--- config.mk ---
export PLATFORM = sky130hd
export DESIGN_NAME = pixel_gray_and_bitmap_converter
export DESIGN_NICKNAME = d
export VERILOG_FILES = /design/src/hw/rtl/pgbc_pkg.sv /design/src/hw/rtl/pgbc_front.sv /design/src/hw/rtl/pgbc_queue.sv /design/src/hw/rtl/pgbc_back.sv /design/src/hw/rtl/pixel_gray_and_bitmap_converter.sv
export SDC_FILE = /design/constraint.sdc
export NUM_CORES = 1
export LEC_CHECK = 0
export ABC_AREA = 1
export BUFFER_PORTS_ARGS = -buffer_cell sky130_fd_sc_hd__buf_2
export CORE_MARGIN = 2
export CORE_UTILIZATION = 35
export CTS_CLUSTER_SIZE = 20
export DETAILED_ROUTE_END_ITERATION = 7
export GPL_TIMING_DRIVEN = 0
export SYNTH_ARGS = -nofsm -noshare
export SYNTH_HDL_FRONTEND = slang
export SYNTH_SLANG_ARGS = --single-unit
--- constraint.sdc ---
create_clock -name clk_i -period 6.4 [get_ports clk_i]
set_clock_uncertainty 0.15 [all_clocks]
set_input_delay 1.92 -clock clk_i [delete_from_list [all_inputs] [get_ports clk_i]]
set_output_delay 1.92 -clock clk_i [all_outputs]
set_load 0.02 [all_outputs]
--- src/hw/rtl/pgbc_pkg.sv ---
// ----------------------------------------------------------------------------
// pgbc_pkg
// Shared types and constants of the pixel gray and bitmap converter.
// ----------------------------------------------------------------------------
package pgbc_pkg;

  // Largest row or column count taken from the dimension registers
  localparam logic [11:0] MaxDimension = 12'd4095;

  // Configuration register indexes
  localparam int unsigned CfgIndexWidth = 2;
  localparam int unsigned CfgDataWidth  = 12;
  localparam logic [CfgIndexWidth-1:0] RegMode        = 2'd0;
  localparam logic [CfgIndexWidth-1:0] RegMaxValue    = 2'd1;
  localparam logic [CfgIndexWidth-1:0] RegImageWidth  = 2'd2;
  localparam logic [CfgIndexWidth-1:0] RegImageHeight = 2'd3;

  // Mode codes
  localparam logic ModeGray   = 1'b0;
  localparam logic ModeBitmap = 1'b1;

  // Depth of the queue between the front and the back
  localparam int unsigned QueueDepth    = 4;
  localparam int unsigned QueuePtrWidth = $clog2(QueueDepth);

  // Gray weights and the divide-by-1000 reciprocal (2^20 / 1000, rounded down)
  localparam int unsigned SumWidth   = 18;
  localparam logic [SumWidth-1:0] WeightRed   = 18'd299;
  localparam logic [SumWidth-1:0] WeightGreen = 18'd587;
  localparam logic [SumWidth-1:0] WeightBlue  = 18'd114;
  localparam logic [SumWidth-1:0] Divisor     = 18'd1000;
  localparam int unsigned RecipShift = 20;
  localparam int unsigned ProdWidth  = SumWidth + 11;
  localparam logic [ProdWidth-1:0] RecipMul = 29'd1048;

  // Kind of work handed from the front to the back
  typedef enum logic [1:0] {
    JobGray  = 2'd0,
    JobBits  = 2'd1,
    JobError = 2'd2
  } job_kind_e;

  typedef struct packed {
    job_kind_e  kind;
    logic [7:0] red;    // packed byte for bitmap items
    logic [7:0] green;
    logic [7:0] blue;
    logic       eoi;
  } job_t;

  typedef struct packed {
    logic        mode;
    logic [7:0]  max_value;
    logic [11:0] image_width;
    logic [11:0] image_height;
  } cfg_t;

endpackage

--- src/hw/rtl/pgbc_front.sv ---
// ----------------------------------------------------------------------------
// pgbc_front
// Takes sample bytes, range-checks them, gathers colour components or packs
// bitmap bits, tracks row and column, and issues jobs to the queue.
// ----------------------------------------------------------------------------
module pgbc_front (
  input  logic              clk_i,
  input  logic              rst_ni,
  input  pgbc_pkg::cfg_t    cfg_i,
  input  logic              accept_i,
  input  logic [7:0]        pixel_byte_i,
  output logic              push_o,
  output pgbc_pkg::job_t    job_o
);

  logic [1:0]  chan_q, chan_d;
  logic [7:0]  red_q, red_d;
  logic [7:0]  green_q, green_d;
  logic [7:0]  shift_q, shift_d;
  logic [2:0]  bcnt_q, bcnt_d;
  logic [11:0] col_q, col_d;
  logic [11:0] row_q, row_d;
  logic        err_q, err_d;

  logic [11:0] width_eff, height_eff;
  logic        row_end, img_end;
  logic [11:0] col_adv, row_adv;
  logic [8:0]  thr_wide;
  logic [7:0]  thr;
  logic        bit_val;
  logic [7:0]  shift_new;
  logic [3:0]  filled;
  logic [2:0]  pad;
  logic [7:0]  packed_byte;

  // Dimension clamping: zero counts as one, cap at the maximum
  always_comb begin
    width_eff  = (cfg_i.image_width == 12'd0) ? 12'd1 : cfg_i.image_width;
    height_eff = (cfg_i.image_height == 12'd0) ? 12'd1 : cfg_i.image_height;
    if (width_eff > pgbc_pkg::MaxDimension) width_eff = pgbc_pkg::MaxDimension;
    if (height_eff > pgbc_pkg::MaxDimension) height_eff = pgbc_pkg::MaxDimension;
  end

  // Next pixel position
  assign row_end = ({1'b0, col_q} + 13'd1) >= {1'b0, width_eff};
  assign img_end = row_end && (({1'b0, row_q} + 13'd1) >= {1'b0, height_eff});
  assign col_adv = row_end ? 12'd0 : col_q + 12'd1;
  assign row_adv = !row_end ? row_q : (img_end ? 12'd0 : row_q + 12'd1);

  // Bitmap threshold and packing with one-bit padding at row end
  assign thr_wide    = ({1'b0, cfg_i.max_value} + 9'd1) >> 1;
  assign thr         = thr_wide[7:0];
  assign bit_val     = !(pixel_byte_i > thr);
  assign shift_new   = {shift_q[6:0], bit_val};
  assign filled      = {1'b0, bcnt_q} + 4'd1;
  assign pad         = 3'(4'd8 - filled);
  assign packed_byte = (shift_new << pad) | ~(8'hFF << pad);

  // Per-item state update and job issue
  always_comb begin
    chan_d  = chan_q;
    red_d   = red_q;
    green_d = green_q;
    shift_d = shift_q;
    bcnt_d  = bcnt_q;
    col_d   = col_q;
    row_d   = row_q;
    err_d   = err_q;
    push_o  = 1'b0;
    job_o   = '{kind: pgbc_pkg::JobGray, red: red_q, green: green_q,
                blue: pixel_byte_i, eoi: img_end};
    if (accept_i && !err_q) begin
      if (pixel_byte_i > cfg_i.max_value) begin
        err_d     = 1'b1;
        push_o    = 1'b1;
        job_o     = '{kind: pgbc_pkg::JobError, red: 8'd0, green: 8'd0,
                      blue: 8'd0, eoi: 1'b0};
      end else if (cfg_i.mode == pgbc_pkg::ModeGray) begin
        case (chan_q)
          2'd0: begin
            red_d  = pixel_byte_i;
            chan_d = 2'd1;
          end
          2'd1: begin
            green_d = pixel_byte_i;
            chan_d  = 2'd2;
          end
          default: begin
            chan_d = 2'd0;
            push_o = 1'b1;
            col_d  = col_adv;
            row_d  = row_adv;
          end
        endcase
      end else begin
        col_d = col_adv;
        row_d = row_adv;
        if (filled < 4'd8 && !row_end) begin
          shift_d = shift_new;
          bcnt_d  = filled[2:0];
        end else begin
          shift_d = 8'd0;
          bcnt_d  = 3'd0;
          push_o  = 1'b1;
          job_o   = '{kind: pgbc_pkg::JobBits, red: packed_byte, green: 8'd0,
                      blue: 8'd0, eoi: img_end};
        end
      end
    end
  end

  // State registers
  always_ff @(posedge clk_i or negedge rst_ni) begin
    if (!rst_ni) begin
      chan_q  <= 2'd0;
      red_q   <= 8'd0;
      green_q <= 8'd0;
      shift_q <= 8'd0;
      bcnt_q  <= 3'd0;
      col_q   <= 12'd0;
      row_q   <= 12'd0;
      err_q   <= 1'b0;
    end else begin
      chan_q  <= chan_d;
      red_q   <= red_d;
      green_q <= green_d;
      shift_q <= shift_d;
      bcnt_q  <= bcnt_d;
      col_q   <= col_d;
      row_q   <= row_d;
      err_q   <= err_d;
    end
  end

endmodule

--- src/hw/rtl/pgbc_queue.sv ---
// ----------------------------------------------------------------------------
// pgbc_queue
// Short job queue decoupling the front from the back.
// ----------------------------------------------------------------------------
module pgbc_queue (
  input  logic           clk_i,
  input  logic           rst_ni,
  input  logic           push_i,
  input  pgbc_pkg::job_t job_i,
  output logic           full_o,
  output logic           valid_o,
  input  logic           pop_i,
  output pgbc_pkg::job_t job_o
);

  localparam int unsigned PtrW = pgbc_pkg::QueuePtrWidth;

  pgbc_pkg::job_t      mem_q [pgbc_pkg::QueueDepth];
  logic [PtrW-1:0]     wr_ptr_q, rd_ptr_q;
  logic [PtrW:0]       count_q;
  logic                do_push, do_pop;

  assign full_o  = count_q == (PtrW+1)'(pgbc_pkg::QueueDepth);
  assign valid_o = count_q != '0;
  assign job_o   = mem_q[rd_ptr_q];
  assign do_push = push_i && !full_o;
  assign do_pop  = pop_i && valid_o;

  // Storage
  always_ff @(posedge clk_i) begin
    if (do_push) mem_q[wr_ptr_q] <= job_i;
  end

  // Pointers and fill count
  always_ff @(posedge clk_i or negedge rst_ni) begin
    if (!rst_ni) begin
      wr_ptr_q <= '0;
      rd_ptr_q <= '0;
      count_q  <= '0;
    end else begin
      if (do_push) wr_ptr_q <= PtrW'(wr_ptr_q + 1'b1);
      if (do_pop)  rd_ptr_q <= PtrW'(rd_ptr_q + 1'b1);
      case ({do_push, do_pop})
        2'b10:   count_q <= count_q + 1'b1;
        2'b01:   count_q <= count_q - 1'b1;
        default: count_q <= count_q;
      endcase
    end
  end

endmodule

--- src/hw/rtl/pgbc_back.sv ---
// ----------------------------------------------------------------------------
// pgbc_back
// Three-stage gray pipeline: weighted sum, reciprocal estimate, correction
// into the output register. Bitmap and error items ride along unchanged.
// ----------------------------------------------------------------------------
module pgbc_back (
  input  logic           clk_i,
  input  logic           rst_ni,
  input  logic           job_valid_i,
  input  pgbc_pkg::job_t job_i,
  output logic           pop_o,
  output logic           out_valid_o,
  input  logic           out_stall_i,
  output logic [7:0]     out_byte_o,
  output logic           range_error_o,
  output logic           end_of_image_o
);

  localparam int unsigned SW = pgbc_pkg::SumWidth;
  localparam int unsigned PW = pgbc_pkg::ProdWidth;

  logic                  adv;
  logic                  v1_q, v2_q, vo_q;
  pgbc_pkg::job_kind_e   kind1_q, kind2_q;
  logic [7:0]            byte1_q, byte2_q;
  logic                  eoi1_q, eoi2_q;
  logic [SW-1:0]         sum_d, sum1_q, sum2_q;
  logic [PW-1:0]         prod;
  logic [7:0]            est2_q;
  logic [SW-1:0]         rem;
  logic [7:0]            gray;
  logic [7:0]            byte_q;
  logic                  err_q, eoi_q;

  // Whole pipe moves when the output register is free or being taken
  assign adv   = !vo_q || !out_stall_i;
  assign pop_o = adv && job_valid_i;

  // Stage 1: weighted sum
  assign sum_d = pgbc_pkg::WeightRed   * SW'(job_i.red)
               + pgbc_pkg::WeightGreen * SW'(job_i.green)
               + pgbc_pkg::WeightBlue  * SW'(job_i.blue);

  // Stage 2: quotient estimate, at most one below the true value
  assign prod = PW'(sum1_q) * pgbc_pkg::RecipMul;

  // Stage 3: one compare and correct
  assign rem  = sum2_q - SW'(SW'(est2_q) * pgbc_pkg::Divisor);
  assign gray = (rem >= pgbc_pkg::Divisor) ? est2_q + 8'd1 : est2_q;

  // Valid bits
  always_ff @(posedge clk_i or negedge rst_ni) begin
    if (!rst_ni) begin
      v1_q <= 1'b0;
      v2_q <= 1'b0;
      vo_q <= 1'b0;
    end else if (adv) begin
      v1_q <= pop_o;
      v2_q <= v1_q;
      vo_q <= v2_q;
    end
  end

  // Payload stages
  always_ff @(posedge clk_i) begin
    if (adv) begin
      kind1_q <= job_i.kind;
      byte1_q <= job_i.red;
      eoi1_q  <= job_i.eoi;
      sum1_q  <= sum_d;
      kind2_q <= kind1_q;
      byte2_q <= byte1_q;
      eoi2_q  <= eoi1_q;
      sum2_q  <= sum1_q;
      est2_q  <= prod[pgbc_pkg::RecipShift +: 8];
      eoi_q   <= eoi2_q;
      case (kind2_q)
        pgbc_pkg::JobGray: begin
          byte_q <= gray;
          err_q  <= 1'b0;
        end
        pgbc_pkg::JobError: begin
          byte_q <= 8'd0;
          err_q  <= 1'b1;
        end
        default: begin
          byte_q <= byte2_q;
          err_q  <= 1'b0;
        end
      endcase
    end
  end

  assign out_valid_o    = vo_q;
  assign out_byte_o     = byte_q;
  assign range_error_o  = err_q;
  assign end_of_image_o = eoi_q;

endmodule

--- src/hw/rtl/pixel_gray_and_bitmap_converter.sv ---
// ----------------------------------------------------------------------------
// pixel_gray_and_bitmap_converter
// Raw pixel-data converter: colour to gray bytes, or gray to packed bitmap.
//
//   channel   direction  handshake             payload
//   input     in         in_valid_i/in_stall_o pixel_byte_i
//   output    out        out_valid_o/out_stall_i out_byte_o, range_error_o,
//                                              end_of_image_o
//   config    in         cfg_valid_i/cfg_ready_o cfg_index_i, cfg_data_i
//
// One item per cycle sustained while the output is not stalled. A result
// reaches the output register via the queue, sum stage and estimate stage.
// Input stalls only while the four-entry job queue is full; the back pipe
// holds as a whole while the output is stalled. Reset clears all counters,
// the error latch and the configuration to its defaults; no clearing pass.
// ----------------------------------------------------------------------------
module pixel_gray_and_bitmap_converter (
  input  logic                                clk_i,
  input  logic                                rst_ni,
  input  logic                                in_valid_i,
  output logic                                in_stall_o,
  input  logic [7:0]                          pixel_byte_i,
  output logic                                out_valid_o,
  input  logic                                out_stall_i,
  output logic [7:0]                          out_byte_o,
  output logic                                range_error_o,
  output logic                                end_of_image_o,
  input  logic                                cfg_valid_i,
  output logic                                cfg_ready_o,
  input  logic [pgbc_pkg::CfgIndexWidth-1:0]  cfg_index_i,
  input  logic [pgbc_pkg::CfgDataWidth-1:0]   cfg_data_i
);

  pgbc_pkg::cfg_t cfg_q;
  pgbc_pkg::job_t push_job, pop_job;
  logic           accept, push, full, job_valid, pop;

  // Configuration registers, always ready
  assign cfg_ready_o = 1'b1;

  always_ff @(posedge clk_i or negedge rst_ni) begin
    if (!rst_ni) begin
      cfg_q <= '{mode: pgbc_pkg::ModeGray, max_value: 8'd255,
                 image_width: 12'd1, image_height: 12'd1};
    end else if (cfg_valid_i) begin
      case (cfg_index_i)
        pgbc_pkg::RegMode:        cfg_q.mode         <= cfg_data_i[0];
        pgbc_pkg::RegMaxValue:    cfg_q.max_value    <= cfg_data_i[7:0];
        pgbc_pkg::RegImageWidth:  cfg_q.image_width  <= cfg_data_i[11:0];
        pgbc_pkg::RegImageHeight: cfg_q.image_height <= cfg_data_i[11:0];
        default: cfg_q <= cfg_q;
      endcase
    end
  end

  assign in_stall_o = full;
  assign accept     = in_valid_i && !full;

  pgbc_front u_front (
    .clk_i        (clk_i),
    .rst_ni       (rst_ni),
    .cfg_i        (cfg_q),
    .accept_i     (accept),
    .pixel_byte_i (pixel_byte_i),
    .push_o       (push),
    .job_o        (push_job)
  );

  pgbc_queue u_queue (
    .clk_i   (clk_i),
    .rst_ni  (rst_ni),
    .push_i  (push),
    .job_i   (push_job),
    .full_o  (full),
    .valid_o (job_valid),
    .pop_i   (pop),
    .job_o   (pop_job)
  );

  pgbc_back u_back (
    .clk_i          (clk_i),
    .rst_ni         (rst_ni),
    .job_valid_i    (job_valid),
    .job_i          (pop_job),
    .pop_o          (pop),
    .out_valid_o    (out_valid_o),
    .out_stall_i    (out_stall_i),
    .out_byte_o     (out_byte_o),
    .range_error_o  (range_error_o),
    .end_of_image_o (end_of_image_o)
  );

endmodule

==> results of run 1 <==
## synth_stat cells, types with 32 or more instances
cell | instances | share of area (%)
nand4_1 | 32 | 0.99
dfrtp_1 | 86 | 11
ha_1 | 259 | 16
a21oi_1 | 95 | 2.4
xor2_1 | 54 | 2.3
nand3_1 | 88 | 2.2
nor2_1 | 130 | 2.4
edfxtp_1 | 181 | 27
o21ai_0 | 117 | 2.9
fa_1 | 106 | 10
nand2_1 | 364 | 6.8
inv_1 | 400 | 7.4
o21ai_1 | 34 | 0.84
## cells by family after synthesis
group	count (synthesis)	synth area share, %
xor gates and xnor gates	76	3.33
and+or+nand+nor	666	14.5
other	1	0.0185
buffers and inverters	445	8.52
AOI/OAI and AO/OA	306	8.36
DFF	277	38.8
adders and majority gates	365	26.5
## cell type report
type / count / area [um2] / share of cell area [%]
inverter: 410 / 1570 / 6.74
buffer: 35 / 342 / 1.47
timing repair buffer: 78 / 566 / 2.43
clock inverter: 18 / 205 / 0.883
tap: 765 / 957 / 4.12
sequential: 277 / 7850 / 33.8
multi-input combinational: 1414 / 11000 / 47.3
clock buffer: 37 / 777 / 3.34
## worst max-delay path, delay by kind of cell (launching register included)
kind                       cells  cell delay, ns
xor gates and xnor gates       1            0.15
buffers and inverters          7            0.53
and+or+nand+nor                7            0.49
adders and majority gates     10            3.89
DFF                            1            0.40
AOI/OAI and AO/OA              5            0.70
## layer usage
layer	global-route usage, %	up-vias	part of all wire [%]
met3	1.87	48	3.3
met4	2.94	0	1.6
met2	27.6	212	50
li1	-	7240	-
met5	0	-	0
met1	19.8	6902	46
## placed cells by master, fill, tap and decap left out, types with 32 or more instances in the layout
cell / count
a21oi_1: 89
ha_1: 254
inv_1: 394
buf_2: 42
o21ai_1: 38
nand4_1: 32
nand2_1: 360
buf_4: 39
edfxtp_1: 181
nor2_1: 119
o21ai_0: 104
fa_1: 104
dfrtp_1: 86
clkbuf_16: 34
xor2_1: 54
nand3_1: 88
## stage by stage
step | utilization, % | cell area, um2 | worst slack [ns] | cells
6_report | 40.5 | 23300 | -0.221 | 3034
5_1_grt | 40.5 | 23300 | -0.498 | 3034
4_1_cts | 40.2 | 23100 | -0.226 | 3019
3_5_place_dp | 37.6 | 21600 | -1.11 | 2942
3_3_place_gp | 37.4 | 21400 | -0.996 | 2939
2_1_floorplan | - | 20300 | 0.0364 | 2136
## worst paths after layout
check                                    start  depth (start not counted)  slack [ns]                end
max                        u_queue.rd_ptr_q[0]                         30       -0.22  u_back.sum1_q[17]
min                          u_back.byte1_q[7]                          0        0.27  u_back.byte2_q[7]
max reg2reg                u_queue.rd_ptr_q[0]                         30       -0.22  u_back.sum1_q[17]
min reg2reg                  u_back.byte1_q[7]                          0        0.27  u_back.byte2_q[7]
max in group asynchronous               rst_ni                          2        4.23  u_front.row_q[10]
min in group asynchronous               rst_ni                          1        1.15           cfg_q[2]
## registers in the layout, indices dropped and copies added (netlist names), 12 cells and up
name	cells
u_front.col_q	12
u_back.sum1_q	18
u_back.sum2_q	15
cfg_q	33
u_queue.mem_q	108
u_front.row_q	12
## repair_timing
item,CTS,global route
resized for setup,85,21
endpoints found under the setup margin,12,17
pin swaps,14,9
buffers inserted,22,15
==> impl_metrics.csv, run 1 <==
group,metric,value,unit
worst_setup_path,worst-endpoint-arrival,6.78,ns
logic_synthesis,synth_enable_flop_cells,181,
sta,final_worst_path_period_share,103,%
cts,cts_htree_levels,1,
layout,finalNetCount,2638,
worst_setup_path,setup.worst_path.start_class,"flop",
cts,clkSinkCount,277,
sta,final-hold-violation-count,0,
detailed_routing,number_of_drc_violations_after_detailed_routing_iteration_0,847,
die,die_height,244,um
die,io_pins,40,
detailed_routing,wire_per_inst,14.9,um
grt,gr-usage-all-layers,15.3,%
logic_synthesis,synth_area_per_cell,9.47,um2
logic_synthesis,synth.cell_area,20200,um2
grt,first_global_vias,14900,
logic_synthesis,number_of_nets_produced_by_synthesis,2528,
die,initial_utilization,35.3,%
logic_synthesis,ys_dominant_reg_cell,"edfxtp_1",
detailed_routing,drt_pass1_iterations,7,
die,dieArea,59700,um2
detailed_routing,drtAntennaViolNets,0,
detailed_routing,via_count,14400,
placed_design,port-buffer-count,38,
sta,postLayoutSetupSlackWorst,-0.221,ns
detailed_routing,routed_wl,45100,um
cts,cts_hold_repair.buffers,0,
worst_setup_path,critPathMaxStageDelay,0.52,ns
worst_setup_path,crit_type,"reg -> reg",
worst_setup_path,critical_path.endpoint_type,"flop",
logic_synthesis,postSynthRegisterBits,277,
worst_setup_path,worstPathMaxFanout,6,
sta,grt_setup_unrepaired,"true",
die,chipWidth,244,um
layout,n_fill_cell,5575,
sta,achievable-frequency,151,MHz
grt,grt_pass1_wl,74600,um
status,failed_checks,"setup timing",
cts,cts_root_buf,"clkbuf_16",
logic_synthesis,syn-instance-count,2136,
job,drv.max_cap_violation_count,0,
placed_design,gp_congestion,0.848,
cts,tritoncts_clock_tree,"yes",
worst_setup_path,crit_required,6.56,ns
sta,maxSlewHeadroom,26.2,%
layout,layout_cell_share_with_drive_strength_beyond_1,11.2,%
grt,largest_net_degree_at_the_start_of_global_routing,61,
grt,remaining_global_route_overflow,0,
layout,count_of_antenna_diodes_in_the_layout,0,
sta,timing.final.setup_violations,7,
die,floorplan.rows,88,
sta,finalWorstPathRequiredPeriod,6.62,ns
worst_setup_path,critical_path.slowest_cell,"fa_1",
detailed_routing,viasPerCell,4.75,
worst_setup_path,critPathMostFrequentCell,"fa_1",
cts,cts_buffer_depth,3,
cts,clock_insertion_delay_worst_skew,0.61,ns
sta,holdWs,0.268,ns
logic_synthesis,yosysSeqAreaShare,38.8,%
logic_synthesis,synthArstFlopShare,34.7,%
cts,path_clk_slew,0.06,ns
layout,syn2layout_area_growth,15.0,%
cts,cts_inserted_buffers,30,
sta,max_slew.worst_pin.slew,1.11,ns
grt,initial_antenna_violation_count,0,
die,design.core.area,57400,um2
logic_synthesis,synthDistinctLibCells,54,
status,outcome,"complete, but fails checks",
logic_synthesis,yosys_warnings,0,
sta,number_of_max_slew_violations_in_the_final_report,0,
sta,totalNegativeSetupSlack,-0.695,ns
placed_design,post-dp-hpwl,34800,um
worst_hold_path,min-delay-path-class,"reg -> reg",
detailed_routing,drc,0,
Power of run 1 is left out: the tool's default activity adds up to more than one toggle a clock period on the data nets, which glitch-free logic cannot reach.
==> run 2: changes to the inputs <==
--- a/config.mk
+++ b/config.mk
@@ -7,11 +7,14 @@
 export LEC_CHECK = 0
 export ABC_AREA = 1
 export BUFFER_PORTS_ARGS = -buffer_cell sky130_fd_sc_hd__buf_2
+export CELL_PAD_IN_SITES_DETAIL_PLACEMENT = 2
+export CELL_PAD_IN_SITES_GLOBAL_PLACEMENT = 2
 export CORE_MARGIN = 2
 export CORE_UTILIZATION = 35
 export CTS_CLUSTER_SIZE = 20
 export DETAILED_ROUTE_END_ITERATION = 7
 export GPL_TIMING_DRIVEN = 0
+export PLACE_DENSITY_LB_ADDON = 0.1
 export SYNTH_ARGS = -nofsm -noshare
 export SYNTH_HDL_FRONTEND = slang
 export SYNTH_SLANG_ARGS = --single-unit
==> run 2 against run 1 <==
Effect of this change:
- the run still ends with setup timing left
- routed wire length increased by 29%
- clock-buffer cell count increased by 8
- cell area increased by 1.7%
- maximum frequency decreased by 2.1%
- global-route usage increased by 4.7 points
- register-to-register slack got worse by 0.14 ns
- via count increased by 5.3%
- sequential share of layout area decreased by 0.56 points
- non-clock buffer count increased by 16
- worst setup slack got worse by 0.14 ns
- utilization increased by 0.69 points
- first-iteration DRC count decreased by 47%
- critical endpoint unchanged
- largest cell class unchanged
- highest routed layer unchanged
==> impl_metrics.csv, run 2 (synthesis gave the netlist of run 1 again) <==
group,metric,value,unit
status,outcome,"complete, but fails checks",
status,failed_checks,"setup timing",
worst_setup_path,crit_required,6.54,ns
grt,remaining_global_route_overflow,0,
detailed_routing,routed_wl,58100,um
sta,postLayoutSetupSlackWorst,-0.365,ns
die,io_pins,40,
sta,final-hold-violation-count,0,
job,drv.max_cap_violation_count,0,
grt,grt_pass1_wl,93800,um
worst_setup_path,timing.reg2reg.worst_path_depth,32,
detailed_routing,number_of_drc_violations_after_detailed_routing_iteration_0,445,
sta,holdWs,0.269,ns
worst_setup_path,critPathMostFrequentCell,"fa_1",
grt,initial_antenna_violation_count,0,
sta,final_worst_path_period_share,106,%
die,floorplan.rows,88,
layout,count_of_antenna_diodes_in_the_layout,0,
cts,cts_root_buf,"clkbuf_16",
worst_setup_path,critical_path.slowest_cell,"fa_1",
detailed_routing,drtAntennaViolNets,0,
cts,cts_htree_levels,2,
layout,largest_register_ffs,108,
detailed_routing,dr_wl_met2,30700,um
grt,first_global_vias,17300,
placed_design,gp_congestion,0.767,
layout,layout_commonest_cell,"inv_1",
layout,reg_top3,"u_queue.mem_q: 108 flops, cfg_q: 33 flops, u_back.sum1_q: 18 flops",
worst_setup_path,r2r_start,"u_queue.rd_ptr_q[0]",
cts,clock_insertion_delay_worst_skew,0.57,ns
layout,layout_cell_share_with_drive_strength_beyond_1,12.7,%
worst_setup_path,worst-endpoint-arrival,6.90,ns
worst_setup_path,critPathMaxStageDelay,0.57,ns
detailed_routing,viasPerCell,4.96,
layout,mostFrequentLayoutCells,"inv_1 (395), nand2_1 (357), ha_1 (253), edfxtp_1 (181), nor2_1 (118)",
layout,layout.cell_area.non_filler,23600,um2
die,dieArea,59700,um2
sta,totalNegativeSetupSlack,-2.06,ns
layout,register_bank_with_the_most_flops,"u_queue.mem_q",
worst_setup_path,worstPathMaxFanout,7,
worst_hold_path,timing.hold.worst.start,"u_back.byte1_q[1]",
cts,clkSinkCount,277,
layout,utilization,41.2,%
worst_setup_path,worst_setup_path_endpoint,"u_back.sum1_q[17]",
worst_hold_path,min-delay-path-class,"reg -> reg",
layout,finalNetCount,2660,
worst_setup_path,worstReg2RegEnd,"u_back.sum1_q[17]",
sta,finalWorstPathRequiredPeriod,6.76,ns
placed_design,postPlaceCellArea,21600,um2
die,die_height,244,um
grt,gr-usage-all-layers,20.0,%
worst_setup_path,rrSetupSlack,-0.36,ns
cts,tritoncts_clock_tree,"yes",
sta,number_of_max_slew_violations_in_the_final_report,0,
sta,achievable-frequency,148,MHz
sta,timing.final.setup_violations,8,
detailed_routing,wire_per_inst,19.0,um
worst_setup_path,setup.worst_path.start_class,"flop",
worst_setup_path,timing.critical_path.from,"u_queue.rd_ptr_q[0]",
grt,largest_net_degree_at_the_start_of_global_routing,54,
die,initial_utilization,35.3,%
detailed_routing,m1WireLength,25000,um
worst_setup_path,crit_type,"reg -> reg",
sta,grt_setup_unrepaired,"true",
sta,max_slew.worst_pin.slew,1.16,ns
cts,cts_inserted_buffers,36,
placed_design,port-buffer-count,38,
detailed_routing,via_count,15200,
sta,maxSlewHeadroom,22.6,%
detailed_routing,wl_met3,1360,um
worst_setup_path,critical_path.endpoint_type,"flop",
detailed_routing,drt_pass1_iterations,4,
detailed_routing,routed.top_layer,"met4",
cts,path_clk_slew,0.06,ns
die,design.core.area,57400,um2
layout,syn2layout_area_growth,16.9,%
die,chipWidth,244,um
placed_design,post-dp-hpwl,45100,um
cts,cts_hold_repair.buffers,0,
detailed_routing,drc,0,
cts,cts_buffer_depth,3,
run 2: through the flow:
stage,std cells,worst slack (ns)
after CTS,3042,-0.371
after global routing,3060,-0.607
after detailed placement,2945,-1.26
final,3060,-0.365
after floorplan,2136,0.0364
after global placement,2939,-1.09
run 2: worst max-delay path, delay by kind of cell, from the launching register on:
kind / cells / cell delay [ns]
flops: 1 / 0.39
buf+inv: 9 / 0.65
fa+ha+maj: 10 / 3.92
compound gates: 4 / 0.53
simple gates: 8 / 0.70
xor+xnor: 1 / 0.15
run 2: layout make-up:
type | count | area [um2]
fillers | 6127 | 33700
multi-input cells | 1414 | 11000
flip-flops and latches | 277 | 7850
inverters | 410 | 1560
well taps | 765 | 957
clock buffers | 45 | 935
repair buffers | 94 | 746
plain buffers | 35 | 323
clock inverters | 20 | 239
run 2: what timing repair did:
action                                  4_1_cts  5_1_grt
gates resized for setup                      94       23
pin swaps                                    16       12
endpoints found under the setup margin       20       17
setup buffers                                32       18
run 2: worst min-delay path by stage:
stage,slack (ns),cells after the start,end
final,0.27,0,u_back.byte2_q[1]
after global routing,0.28,0,u_back.byte2_q[2]
after CTS,0.27,0,u_back.byte2_q[6]
after detailed placement,0.26,0,u_back.byte2_q[6]
after global placement,0.25,0,u_back.byte2_q[6]
after floorplan,0.25,0,u_back.byte2_q[0]
run 2: per-layer routing:
metal	track usage, %	vias to the layer above
li1	-	7285
met1	24.5	7698
met2	37.4	124
met3	2.24	58
met4	4.75	0
met5	0	-
Power of run 2 is left out for the same reason.
